--- src/sv/assert_macros.svh ---
// assertion macros shared by the ranging filter modules
`ifndef ASSERT_MACROS_SVH
`define ASSERT_MACROS_SVH

// plain property sampled on aclk, off while in reset
`define URMF_ASSERT(label, prop, msg) \
    label: assert property (@(posedge aclk) disable iff (!aresetn) (prop)) \
        else $error(msg);

// same-cycle implication sampled on aclk, off while in reset
`define URMF_ASSERT_IMP(label, ante, cons, msg) \
    label: assert property (@(posedge aclk) disable iff (!aresetn) (ante) |-> (cons)) \
        else $error(msg);

`endif

--- src/sv/urmf_pkg.sv ---
// types and constants for the ultrasonic ranging median filter
`timescale 1ns / 1ps

package urmf_pkg;

    // median window
    localparam int WIN_SIZE = 5;
    localparam int MED_RANK = WIN_SIZE / 2;
    localparam int SLOT_W   = (WIN_SIZE > 1) ? $clog2(WIN_SIZE) : 1;
    localparam int RANK_W   = $clog2(WIN_SIZE + 1);

    // field widths
    localparam int DIST_W  = 18;
    localparam int TICK_W  = 16;
    localparam int CNT_W   = 20;
    localparam int TW_W    = 10;
    localparam int GAP_W   = 20;
    localparam int SCALE_W = 18;
    localparam int FRAC_W  = 16;
    localparam int PROD_W  = TICK_W + SCALE_W;

    // configuration port
    localparam int CFG_IDX_W  = 8;
    localparam int CFG_DATA_W = 32;

    // front to back queue
    localparam int FIFO_DEPTH = 2;
    localparam int FIFO_PTR_W = (FIFO_DEPTH > 1) ? $clog2(FIFO_DEPTH) : 1;
    localparam int FIFO_CNT_W = $clog2(FIFO_DEPTH + 1);

    // register reset values
    localparam logic [TW_W-1:0]    TRIGGER_WIDTH_RST  = TW_W'(10);
    localparam logic [TICK_W-1:0]  ECHO_TIMEOUT_RST   = TICK_W'(50000);
    localparam logic [GAP_W-1:0]   REPEAT_GAP_RST     = GAP_W'(100000);
    localparam logic [SCALE_W-1:0] DISTANCE_SCALE_RST = SCALE_W'(111411);

    typedef enum logic [1:0] {
        PH_TRIG,
        PH_WAIT,
        PH_HIGH,
        PH_GAP
    } phase_t;

    typedef enum logic [CFG_IDX_W-1:0] {
        REG_TRIGGER_WIDTH  = 8'd0,
        REG_ECHO_TIMEOUT   = 8'd1,
        REG_REPEAT_GAP     = 8'd2,
        REG_DISTANCE_SCALE = 8'd3
    } cfg_reg_t;

    typedef struct packed {
        logic [TW_W-1:0]    trigger_width;
        logic [TICK_W-1:0]  echo_timeout;
        logic [GAP_W-1:0]   repeat_gap;
        logic [SCALE_W-1:0] distance_scale;
    } cfg_t;

    // one classified tick handed from front to back
    typedef struct packed {
        logic              trig;
        logic              finish;
        logic              timeout;
        logic [TICK_W-1:0] ticks;
    } rec_t;

endpackage

--- src/sv/urmf_cfg.sv ---
// configuration register file
`timescale 1ns / 1ps

module urmf_cfg (
    input  logic                           aclk,
    input  logic                           aresetn,
    input  logic                           cfg_valid,
    output logic                           cfg_ready,
    input  logic [urmf_pkg::CFG_IDX_W-1:0] cfg_index,
    input  logic [urmf_pkg::CFG_DATA_W-1:0] cfg_data,
    output urmf_pkg::cfg_t                 cfg
);
    import urmf_pkg::*;

    cfg_t cfg_reg;
    cfg_t cfg_next;

    // writes are always accepted and registered
    assign cfg_ready = 1'b1;
    assign cfg      = cfg_reg;

    // register decode, values masked to their widths
    always_comb begin
        cfg_next = cfg_reg;
        if (cfg_valid) begin
            unique case (cfg_index)
                REG_TRIGGER_WIDTH:  cfg_next.trigger_width  = cfg_data[TW_W-1:0];
                REG_ECHO_TIMEOUT:   cfg_next.echo_timeout   = cfg_data[TICK_W-1:0];
                REG_REPEAT_GAP:     cfg_next.repeat_gap     = cfg_data[GAP_W-1:0];
                REG_DISTANCE_SCALE: cfg_next.distance_scale = cfg_data[SCALE_W-1:0];
                default:            cfg_next = cfg_reg;
            endcase
        end
    end

    always_ff @(posedge aclk) begin
        if (!aresetn) begin
            cfg_reg.trigger_width  <= TRIGGER_WIDTH_RST;
            cfg_reg.echo_timeout   <= ECHO_TIMEOUT_RST;
            cfg_reg.repeat_gap     <= REPEAT_GAP_RST;
            cfg_reg.distance_scale <= DISTANCE_SCALE_RST;
        end else begin
            cfg_reg <= cfg_next;
        end
    end

endmodule

--- src/sv/urmf_front.sv ---
// measurement sequencer: classifies each tick and emits one record per word
`timescale 1ns / 1ps
`include "assert_macros.svh"

module urmf_front (
    input  logic              aclk,
    input  logic              aresetn,
    input  urmf_pkg::cfg_t    cfg,
    input  logic              accept,
    input  logic              echo_level,
    output logic              push,
    output urmf_pkg::rec_t    rec
);
    import urmf_pkg::*;

    phase_t             phase_reg;
    phase_t             phase_next;
    logic [CNT_W-1:0]   tick_reg;
    logic [CNT_W-1:0]   tick_next;
    logic [TICK_W-1:0]  echo_reg;
    logic [TICK_W-1:0]  echo_next;

    logic [TW_W-1:0]    tw_eff;
    logic [TICK_W-1:0]  to_eff;
    logic [CNT_W-1:0]   cnt_inc;
    phase_t             done_phase;

    // zero width and zero timeout behave as one tick
    assign tw_eff     = (cfg.trigger_width == '0) ? TW_W'(1) : cfg.trigger_width;
    assign to_eff     = (cfg.echo_timeout == '0) ? TICK_W'(1) : cfg.echo_timeout;
    assign cnt_inc    = tick_reg + CNT_W'(1);
    assign done_phase = (cfg.repeat_gap == '0) ? PH_TRIG : PH_GAP;
    assign push       = accept;

    // next state and record for the accepted word
    always_comb begin
        phase_next = phase_reg;
        tick_next  = tick_reg;
        echo_next  = echo_reg;
        rec        = '0;
        if (accept) begin
            unique case (phase_reg)
                PH_TRIG: begin
                    rec.trig = 1'b1;
                    if (cnt_inc >= CNT_W'(tw_eff)) begin
                        tick_next  = '0;
                        echo_next  = '0;
                        phase_next = PH_WAIT;
                    end else begin
                        tick_next = cnt_inc;
                    end
                end
                PH_WAIT: begin
                    if (echo_level) begin
                        echo_next  = TICK_W'(1);
                        phase_next = PH_HIGH;
                    end else if (cnt_inc > CNT_W'(to_eff)) begin
                        rec.finish  = 1'b1;
                        rec.timeout = 1'b1;
                        tick_next   = '0;
                        phase_next  = done_phase;
                    end else begin
                        tick_next = cnt_inc;
                    end
                end
                PH_HIGH: begin
                    if (echo_level) begin
                        if (echo_reg >= to_eff) begin
                            rec.finish  = 1'b1;
                            rec.timeout = 1'b1;
                            tick_next   = '0;
                            phase_next  = done_phase;
                        end else begin
                            echo_next = echo_reg + TICK_W'(1);
                        end
                    end else begin
                        rec.finish = 1'b1;
                        rec.ticks  = echo_reg;
                        tick_next  = '0;
                        phase_next = done_phase;
                    end
                end
                PH_GAP: begin
                    if (cnt_inc >= CNT_W'(cfg.repeat_gap)) begin
                        tick_next  = '0;
                        phase_next = PH_TRIG;
                    end else begin
                        tick_next = cnt_inc;
                    end
                end
            endcase
        end
    end

    // state registers
    always_ff @(posedge aclk) begin
        if (!aresetn) begin
            phase_reg <= PH_TRIG;
            tick_reg  <= '0;
            echo_reg  <= '0;
        end else begin
            phase_reg <= phase_next;
            tick_reg  <= tick_next;
            echo_reg  <= echo_next;
        end
    end

    `URMF_ASSERT_IMP(a_high_nonzero, phase_reg == PH_HIGH, echo_reg != '0, "pulse count zero")
    `URMF_ASSERT_IMP(a_good_read, push && rec.finish && !rec.timeout, rec.ticks != '0, "empty reading")

endmodule

--- src/sv/urmf_fifo.sv ---
// two-entry record queue between sequencer and arithmetic pipeline
`timescale 1ns / 1ps
`include "assert_macros.svh"

module urmf_fifo (
    input  logic           aclk,
    input  logic           aresetn,
    input  logic           push,
    input  urmf_pkg::rec_t push_rec,
    output logic           in_ready,
    input  logic           pop,
    output logic           out_valid,
    output urmf_pkg::rec_t out_rec
);
    import urmf_pkg::*;

    rec_t                  mem_reg [FIFO_DEPTH];
    logic [FIFO_PTR_W-1:0] wr_reg;
    logic [FIFO_PTR_W-1:0] wr_next;
    logic [FIFO_PTR_W-1:0] rd_reg;
    logic [FIFO_PTR_W-1:0] rd_next;
    logic [FIFO_CNT_W-1:0] cnt_reg;
    logic [FIFO_CNT_W-1:0] cnt_next;

    assign in_ready  = (cnt_reg != FIFO_CNT_W'(FIFO_DEPTH));
    assign out_valid = (cnt_reg != '0);
    assign out_rec   = mem_reg[rd_reg];

    // pointer and fill count update
    always_comb begin
        wr_next  = wr_reg;
        rd_next  = rd_reg;
        cnt_next = cnt_reg;
        if (push) begin
            wr_next = (wr_reg == FIFO_PTR_W'(FIFO_DEPTH - 1)) ? '0 : wr_reg + FIFO_PTR_W'(1);
        end
        if (pop) begin
            rd_next = (rd_reg == FIFO_PTR_W'(FIFO_DEPTH - 1)) ? '0 : rd_reg + FIFO_PTR_W'(1);
        end
        if (push && !pop) begin
            cnt_next = cnt_reg + FIFO_CNT_W'(1);
        end else if (pop && !push) begin
            cnt_next = cnt_reg - FIFO_CNT_W'(1);
        end
    end

    always_ff @(posedge aclk) begin
        if (!aresetn) begin
            wr_reg  <= '0;
            rd_reg  <= '0;
            cnt_reg <= '0;
        end else begin
            wr_reg  <= wr_next;
            rd_reg  <= rd_next;
            cnt_reg <= cnt_next;
        end
    end

    // storage
    always_ff @(posedge aclk) begin
        if (push) begin
            mem_reg[wr_reg] <= push_rec;
        end
    end

    `URMF_ASSERT(a_fill_bound, cnt_reg <= FIFO_CNT_W'(FIFO_DEPTH), "queue overfilled")

endmodule

--- src/sv/urmf_back.sv ---
// distance scaling, median window and output register
`timescale 1ns / 1ps
`include "assert_macros.svh"

module urmf_back (
    input  logic                          aclk,
    input  logic                          aresetn,
    input  logic [urmf_pkg::SCALE_W-1:0]  distance_scale,
    input  logic                          rec_valid,
    input  urmf_pkg::rec_t                rec_in,
    output logic                          rec_pop,
    output logic                          m_valid,
    input  logic                          m_ready,
    output logic                          m_trig_out,
    output logic                          m_reading_valid,
    output logic                          m_timed_out,
    output logic [urmf_pkg::DIST_W-1:0]   m_raw_distance,
    output logic [urmf_pkg::DIST_W-1:0]   m_median_distance
);
    import urmf_pkg::*;

    // stage 1: product
    logic              v1_reg;
    rec_t              rec1_reg;
    logic [PROD_W-1:0] prod1_reg;
    // stage 2: distance, window written
    logic              v2_reg;
    rec_t              rec2_reg;
    logic [DIST_W-1:0] dist2_reg;
    // stage 3: output register
    logic              v3_reg;
    logic              trig3_reg;
    logic              rv3_reg;
    logic              to3_reg;
    logic [DIST_W-1:0] raw3_reg;
    logic [DIST_W-1:0] filt3_reg;
    // filter state
    logic [DIST_W-1:0] win_reg [WIN_SIZE];
    logic [SLOT_W-1:0] slot_reg;
    logic [DIST_W-1:0] last_med_reg;

    logic              rdy1;
    logic              rdy2;
    logic              rdy3;
    logic              mv2;
    logic              mv3;
    logic [DIST_W-1:0] dist1;
    logic [DIST_W-1:0] med;
    logic [DIST_W-1:0] filt_next;

    // elastic stage handshake
    assign rdy3    = !v3_reg || m_ready;
    assign rdy2    = !v2_reg || rdy3;
    assign rdy1    = !v1_reg || rdy2;
    assign rec_pop = rec_valid && rdy1;
    assign mv2     = v1_reg && rdy2;
    assign mv3     = v2_reg && rdy3;

    // scaled distance, zero when no reading completes
    assign dist1 = rec1_reg.finish ? prod1_reg[FRAC_W +: DIST_W] : '0;

    // median by stable rank: element whose rank is the middle one
    always_comb begin
        logic [RANK_W-1:0] rank [WIN_SIZE];
        med = '0;
        for (int i = 0; i < WIN_SIZE; i++) begin
            rank[i] = '0;
            for (int j = 0; j < WIN_SIZE; j++) begin
                if (j < i) begin
                    rank[i] = rank[i] + RANK_W'(win_reg[j] <= win_reg[i]);
                end else if (j > i) begin
                    rank[i] = rank[i] + RANK_W'(win_reg[j] < win_reg[i]);
                end
            end
        end
        for (int i = 0; i < WIN_SIZE; i++) begin
            if (rank[i] == RANK_W'(MED_RANK)) begin
                med = win_reg[i];
            end
        end
    end

    assign filt_next = rec2_reg.finish ? med : last_med_reg;

    // stage valid bits and filter state
    always_ff @(posedge aclk) begin
        if (!aresetn) begin
            v1_reg       <= 1'b0;
            v2_reg       <= 1'b0;
            v3_reg       <= 1'b0;
            slot_reg     <= '0;
            last_med_reg <= '0;
            for (int i = 0; i < WIN_SIZE; i++) begin
                win_reg[i] <= '0;
            end
        end else begin
            if (rdy1) begin
                v1_reg <= rec_valid;
            end
            if (rdy2) begin
                v2_reg <= v1_reg;
            end
            if (rdy3) begin
                v3_reg <= v2_reg;
            end
            if (mv2 && rec1_reg.finish) begin
                win_reg[slot_reg] <= dist1;
                slot_reg <= (slot_reg == SLOT_W'(WIN_SIZE - 1)) ? '0
                                                                : slot_reg + SLOT_W'(1);
            end
            if (mv3) begin
                last_med_reg <= filt_next;
            end
        end
    end

    // payload stages
    always_ff @(posedge aclk) begin
        if (rec_pop) begin
            rec1_reg  <= rec_in;
            prod1_reg <= PROD_W'(rec_in.ticks) * PROD_W'(distance_scale);
        end
        if (mv2) begin
            rec2_reg  <= rec1_reg;
            dist2_reg <= dist1;
        end
        if (mv3) begin
            trig3_reg <= rec2_reg.trig;
            rv3_reg   <= rec2_reg.finish;
            to3_reg   <= rec2_reg.timeout;
            raw3_reg  <= dist2_reg;
            filt3_reg <= filt_next;
        end
    end

    assign m_valid           = v3_reg;
    assign m_trig_out        = trig3_reg;
    assign m_reading_valid   = rv3_reg;
    assign m_timed_out       = to3_reg;
    assign m_raw_distance    = raw3_reg;
    assign m_median_distance = filt3_reg;

    `URMF_ASSERT(a_slot_range, slot_reg <= SLOT_W'(WIN_SIZE - 1), "window slot out of range")
    `URMF_ASSERT_IMP(a_idle_word, v3_reg && !rv3_reg, raw3_reg == '0 && !to3_reg, "stray reading")

endmodule

--- src/sv/ultrasonic_range_median_filter.sv ---
// top level: echo ranging sequencer with median-of-window distance filter
// path: record queue, then product, distance and output registers, to the m_ side;
// throughput: one tick word per cycle while m_ready does not stall; the sequencer,
// queue and three-stage multiply / window / median pipeline each take one per cycle
// reset: synchronous active-low aresetn; sequencer restarts in the trigger phase,
// window, slot and last median clear to zero, registers return to their defaults
`timescale 1ns / 1ps

module ultrasonic_range_median_filter (
    input  logic                            aclk,
    input  logic                            aresetn,
    input  logic                            cfg_valid,
    output logic                            cfg_ready,
    input  logic [urmf_pkg::CFG_IDX_W-1:0]  cfg_index,
    input  logic [urmf_pkg::CFG_DATA_W-1:0] cfg_data,
    input  logic                            s_valid,
    output logic                            s_ready,
    input  logic                            s_echo_level,
    output logic                            m_valid,
    input  logic                            m_ready,
    output logic                            m_trig_out,
    output logic                            m_reading_valid,
    output logic                            m_timed_out,
    output logic [urmf_pkg::DIST_W-1:0]     m_raw_distance,
    output logic [urmf_pkg::DIST_W-1:0]     m_median_distance
);
    import urmf_pkg::*;

    cfg_t cfg;
    rec_t front_rec;
    rec_t queue_rec;
    logic front_push;
    logic queue_valid;
    logic queue_pop;
    logic accept;

    assign accept = s_valid && s_ready;

    // configuration registers
    urmf_cfg u_cfg (
        .aclk      (aclk),
        .aresetn   (aresetn),
        .cfg_valid (cfg_valid),
        .cfg_ready (cfg_ready),
        .cfg_index (cfg_index),
        .cfg_data  (cfg_data),
        .cfg       (cfg)
    );

    // measurement sequencer
    urmf_front u_front (
        .aclk       (aclk),
        .aresetn    (aresetn),
        .cfg        (cfg),
        .accept     (accept),
        .echo_level (s_echo_level),
        .push       (front_push),
        .rec        (front_rec)
    );

    // record queue
    urmf_fifo u_fifo (
        .aclk      (aclk),
        .aresetn   (aresetn),
        .push      (front_push),
        .push_rec  (front_rec),
        .in_ready  (s_ready),
        .pop       (queue_pop),
        .out_valid (queue_valid),
        .out_rec   (queue_rec)
    );

    // distance and median pipeline
    urmf_back u_back (
        .aclk              (aclk),
        .aresetn           (aresetn),
        .distance_scale    (cfg.distance_scale),
        .rec_valid         (queue_valid),
        .rec_in            (queue_rec),
        .rec_pop           (queue_pop),
        .m_valid           (m_valid),
        .m_ready           (m_ready),
        .m_trig_out        (m_trig_out),
        .m_reading_valid   (m_reading_valid),
        .m_timed_out       (m_timed_out),
        .m_raw_distance    (m_raw_distance),
        .m_median_distance (m_median_distance)
    );

endmodule

--- config.mk ---
export PLATFORM = sky130hd
export DESIGN_NAME = ultrasonic_range_median_filter
export DESIGN_NICKNAME = d
export VERILOG_FILES = /design/src/sv/urmf_pkg.sv /design/src/sv/urmf_cfg.sv /design/src/sv/urmf_front.sv /design/src/sv/urmf_fifo.sv /design/src/sv/urmf_back.sv /design/src/sv/ultrasonic_range_median_filter.sv
export VERILOG_INCLUDE_DIRS = /design/src /design/src/sv
export SDC_FILE = /design/constraint.sdc
export NUM_CORES = 2
export LEC_CHECK = 0
export ABC_AREA = 0
export BUFFER_PORTS_ARGS = -buffer_cell sky130_fd_sc_hd__buf_2
export CORE_MARGIN = 5
export CORE_UTILIZATION = 28
export DETAILED_ROUTE_END_ITERATION = 6
export GPL_TIMING_DRIVEN = 1
export PLACE_DENSITY_LB_ADDON = 0.2
export SLEW_MARGIN = 20
export SYNTH_ARGS = -nofsm -noshare
export SYNTH_HDL_FRONTEND = slang
export SYNTH_SLANG_ARGS = --single-unit
--- constraint.sdc ---
create_clock -name aclk -period 6.9 [get_ports aclk]
set_input_delay 0.345 -clock aclk [delete_from_list [all_inputs] [get_ports aclk]]
set_output_delay 0.345 -clock aclk [all_outputs]
set_load 0.01 [all_outputs]
==> metrics.txt <==
post-synthesis cell count 2981; Syn Area/Cell 9.63 sq um; max reg flops 90; IO Pins 88; Most common cell on crit path fa_1; Max Freq 151 MHz; worst path cell trace buf_12 -> mux2i_4 -> buf_4 -> buf_2 -> nand2b_1 -> fa_1 -> inv_1 -> fa_1 -> fa_1 -> fa_1 -> fa_1 -> inv_1 -> fa_1 -> inv_1 -> ha_1 -> a211oi_2 -> nand2_1 -> nor4_4 -> a21oi_2 -> o41a_1 -> a31o_2 -> a21oi_1 -> xnor2_1; chip height 330 um; Critical Path Sink Type flop; Synth Cell Area 28700 sq um; post-route cell area 32800 sq um; Initial DRC Count 1089; DRT Pass-1 Iters 4; critical path type reg -> reg; Cell Rows 117; CTS tree built; Die ar. 109000 sq um; clk root buf clkbuf_16; number of CTS-inserted buffers 43; Die Wd 330 um; first-pass GRT wire length 132000 um; Least-Margin Pin Slew 1.14 ns; vias in the first global route 21900; Yosys top cell area share 0.219; nets@finish 3727; vias 21000; Buf/Inv on CP 6; Top delay family on crit path adder cells; Via density 4.66; Antenna diodes 0; Post-synth ARST share 0; Yosys top cell by area edfxtp_1; CP Max Fanout 11; total congestion overflow 0; core area 102000 sq um; commonest non-fill, non-tap cell in the layout inv_1; Clock Latency Late Sink 0.60 ns; Final Hold Vio Count 0; relative slew slack 0.240; status finished clean; Yosys reg bits 340; CTS sink cnt 340; initial antenna violation count 0; DPL Wire Length 67600 um; Final setup viols 0; Syn Nets 3617; part of the Yosys area used for sequential elements 0.310; H-Tree Depth 2; total of max-cap violations 0; port bufs 74; gpl congestion 0.881; fraction of layout cells with a size suffix above 1 0.101; most frequent cells in the layout inv_1, ha_1, nand2_1, fa_1, edfxtp_1; Total GRT Usage 0.157; Slowest cell on crit path fa_1; Yosys warnings 0; crit path launch type flop; largest net degree at the start of global routing 48; DR DRC count 0; data arrival time of the worst path 6.98 ns; Avg WL per Cell 19.0 um; CP required 7.24 ns; post-route ant nets 0; Filler Cells Inserted 10700; max-slew violations 0; final WL 85500 um; post-route minimum period 6.64 ns; Clk pin slew, worst setup/hold paths 0.06 ns; Netlist cell types 83; top cells by area, synth edfxtp_1, ha_1, fa_1; Top FF cell, synth edfxtp_1; area delta synth->final 14.1%; max incr delay on CP 0.55 ns; Initial Utilization 0.282; area post-placement 31100 sq um; period utilisation layout 0.962; Worst Skew 0.0335 ns; EDFF count, synth 209; hold crit path type in -> reg; CTS max path bufs 3
[logic make-up (layout without fill, tap and decap cells)]
group           Yosys count  in the layout  share of synthesized area
compound gates          449            449                      0.103
other cells               1              1                   0.000131
flops                   340            340                      0.310
simple gates            965            965                      0.164
mux                      58             58                     0.0224
buf+inv                 532            676                     0.0701
fa+ha+maj               590            590                      0.316
xor+xnor                 46             46                     0.0140
[metal layers]
metal	vias up	wire [um]	track usage
met1	10200	38300	0.199
li1	10300	-	-
met3	108	2020	0.0164
met4	0	2580	0.0473
met5	-	0	0
met2	281	42600	0.281
[worst register-to-register path: stages (launching register included)]
cell and delay, ns:
dfxtp_4 0.36, buf_12 0.15, mux2i_4 0.19, buf_4 0.15
buf_2 0.18, nand2b_1 0.17, fa_1 0.49, inv_1 0.05
fa_1 0.50, fa_1 0.54, fa_1 0.45, fa_1 0.55
inv_1 0.05, fa_1 0.52, inv_1 0.04, ha_1 0.31
a211oi_2 0.20, nand2_1 0.13, nor4_4 0.34, a21oi_2 0.13
o41a_1 0.35, a31o_2 0.28, a21oi_1 0.17, xnor2_1 0.08
[timing repair]
action	in CTS	in global routing
pin swaps	0	3
setup endpoints to repair	3	9
resized for setup	2	12
setup buffers	0	3
hold buffers	5	0
endpoints found under the hold margin	5	0
gates cloned	0	1
[metrics by stage]
| stage | setup TNS (ns) | util | setup slack, ns | hold slack, ns | instances |
|---|---|---|---|---|---|
| 2_1_floorplan | 0 | - | 0.126 | 0.400 | 2981 |
| 3_3_place_gp | -0.297 | 0.305 | -0.127 | 0.400 | 4405 |
| 3_5_place_dp | -0.347 | 0.305 | -0.129 | 0.405 | 4405 |
| 4_1_cts | 0 | 0.321 | 0.0816 | 0.00640 | 4489 |
| 5_1_grt | -0.00278 | 0.321 | -0.00278 | 0.0361 | 4493 |
| 6_report | 0 | 0.321 | 0.263 | 0.0490 | 4493 |
[cell type report]
type | instances | area, sq um | share of cell area
multi-input combinational | 2109 | 17900 | 0.546
sequential | 340 | 8900 | 0.272
tap | 1368 | 1710 | 0.0523
inverter | 430 | 1610 | 0.0493
clock buffer | 53 | 1160 | 0.0355
timing repair buffer | 167 | 1130 | 0.0344
clock inverter | 26 | 362 | 0.0110
[Yosys cell counts, types with 6 or more instances]
cell and count:
o21a_1 15, fa_1 226, ha_1 364, nand4_1 51, edfxtp_1 209, and3_1 17
o211ai_1 34, clkbuf_1 88, inv_1 430, or4_1 6, o21ai_0 43, or2_2 6
xnor2_1 26, nor4_1 22, a221oi_1 27, and2_1 125, mux2i_1 7, nor2_1 189
o21ai_1 9, mux2_2 51, nand3b_1 6, a21o_1 70, a31oi_1 8, buf_1 6
xor2_1 20, buf_2 6, nor3_1 17, nand2b_1 22, a21oi_1 158, nand3_1 43
and4_1 13, nor2b_1 59, a211oi_1 29, dfxtp_1 131, nand2_1 362
[final timing paths]
kind | slack [ns] | end | start | cells after the start
setup reg to reg | 0.26 | u_back.prod1_reg[29] | flop | 23
setup / recovery | 0.26 | u_back.prod1_reg[29] | flop | 23
hold / removal | 0.05 | u_cfg.cfg[29] | cfg_data[11] | 3
hold reg to reg | 0.41 | u_back.m_raw_distance[17] | u_back.dist2_reg[17] | 0
Power is left out: the tool's default activity adds up to more than one toggle a clock period on the data nets, which glitch-free logic cannot reach.
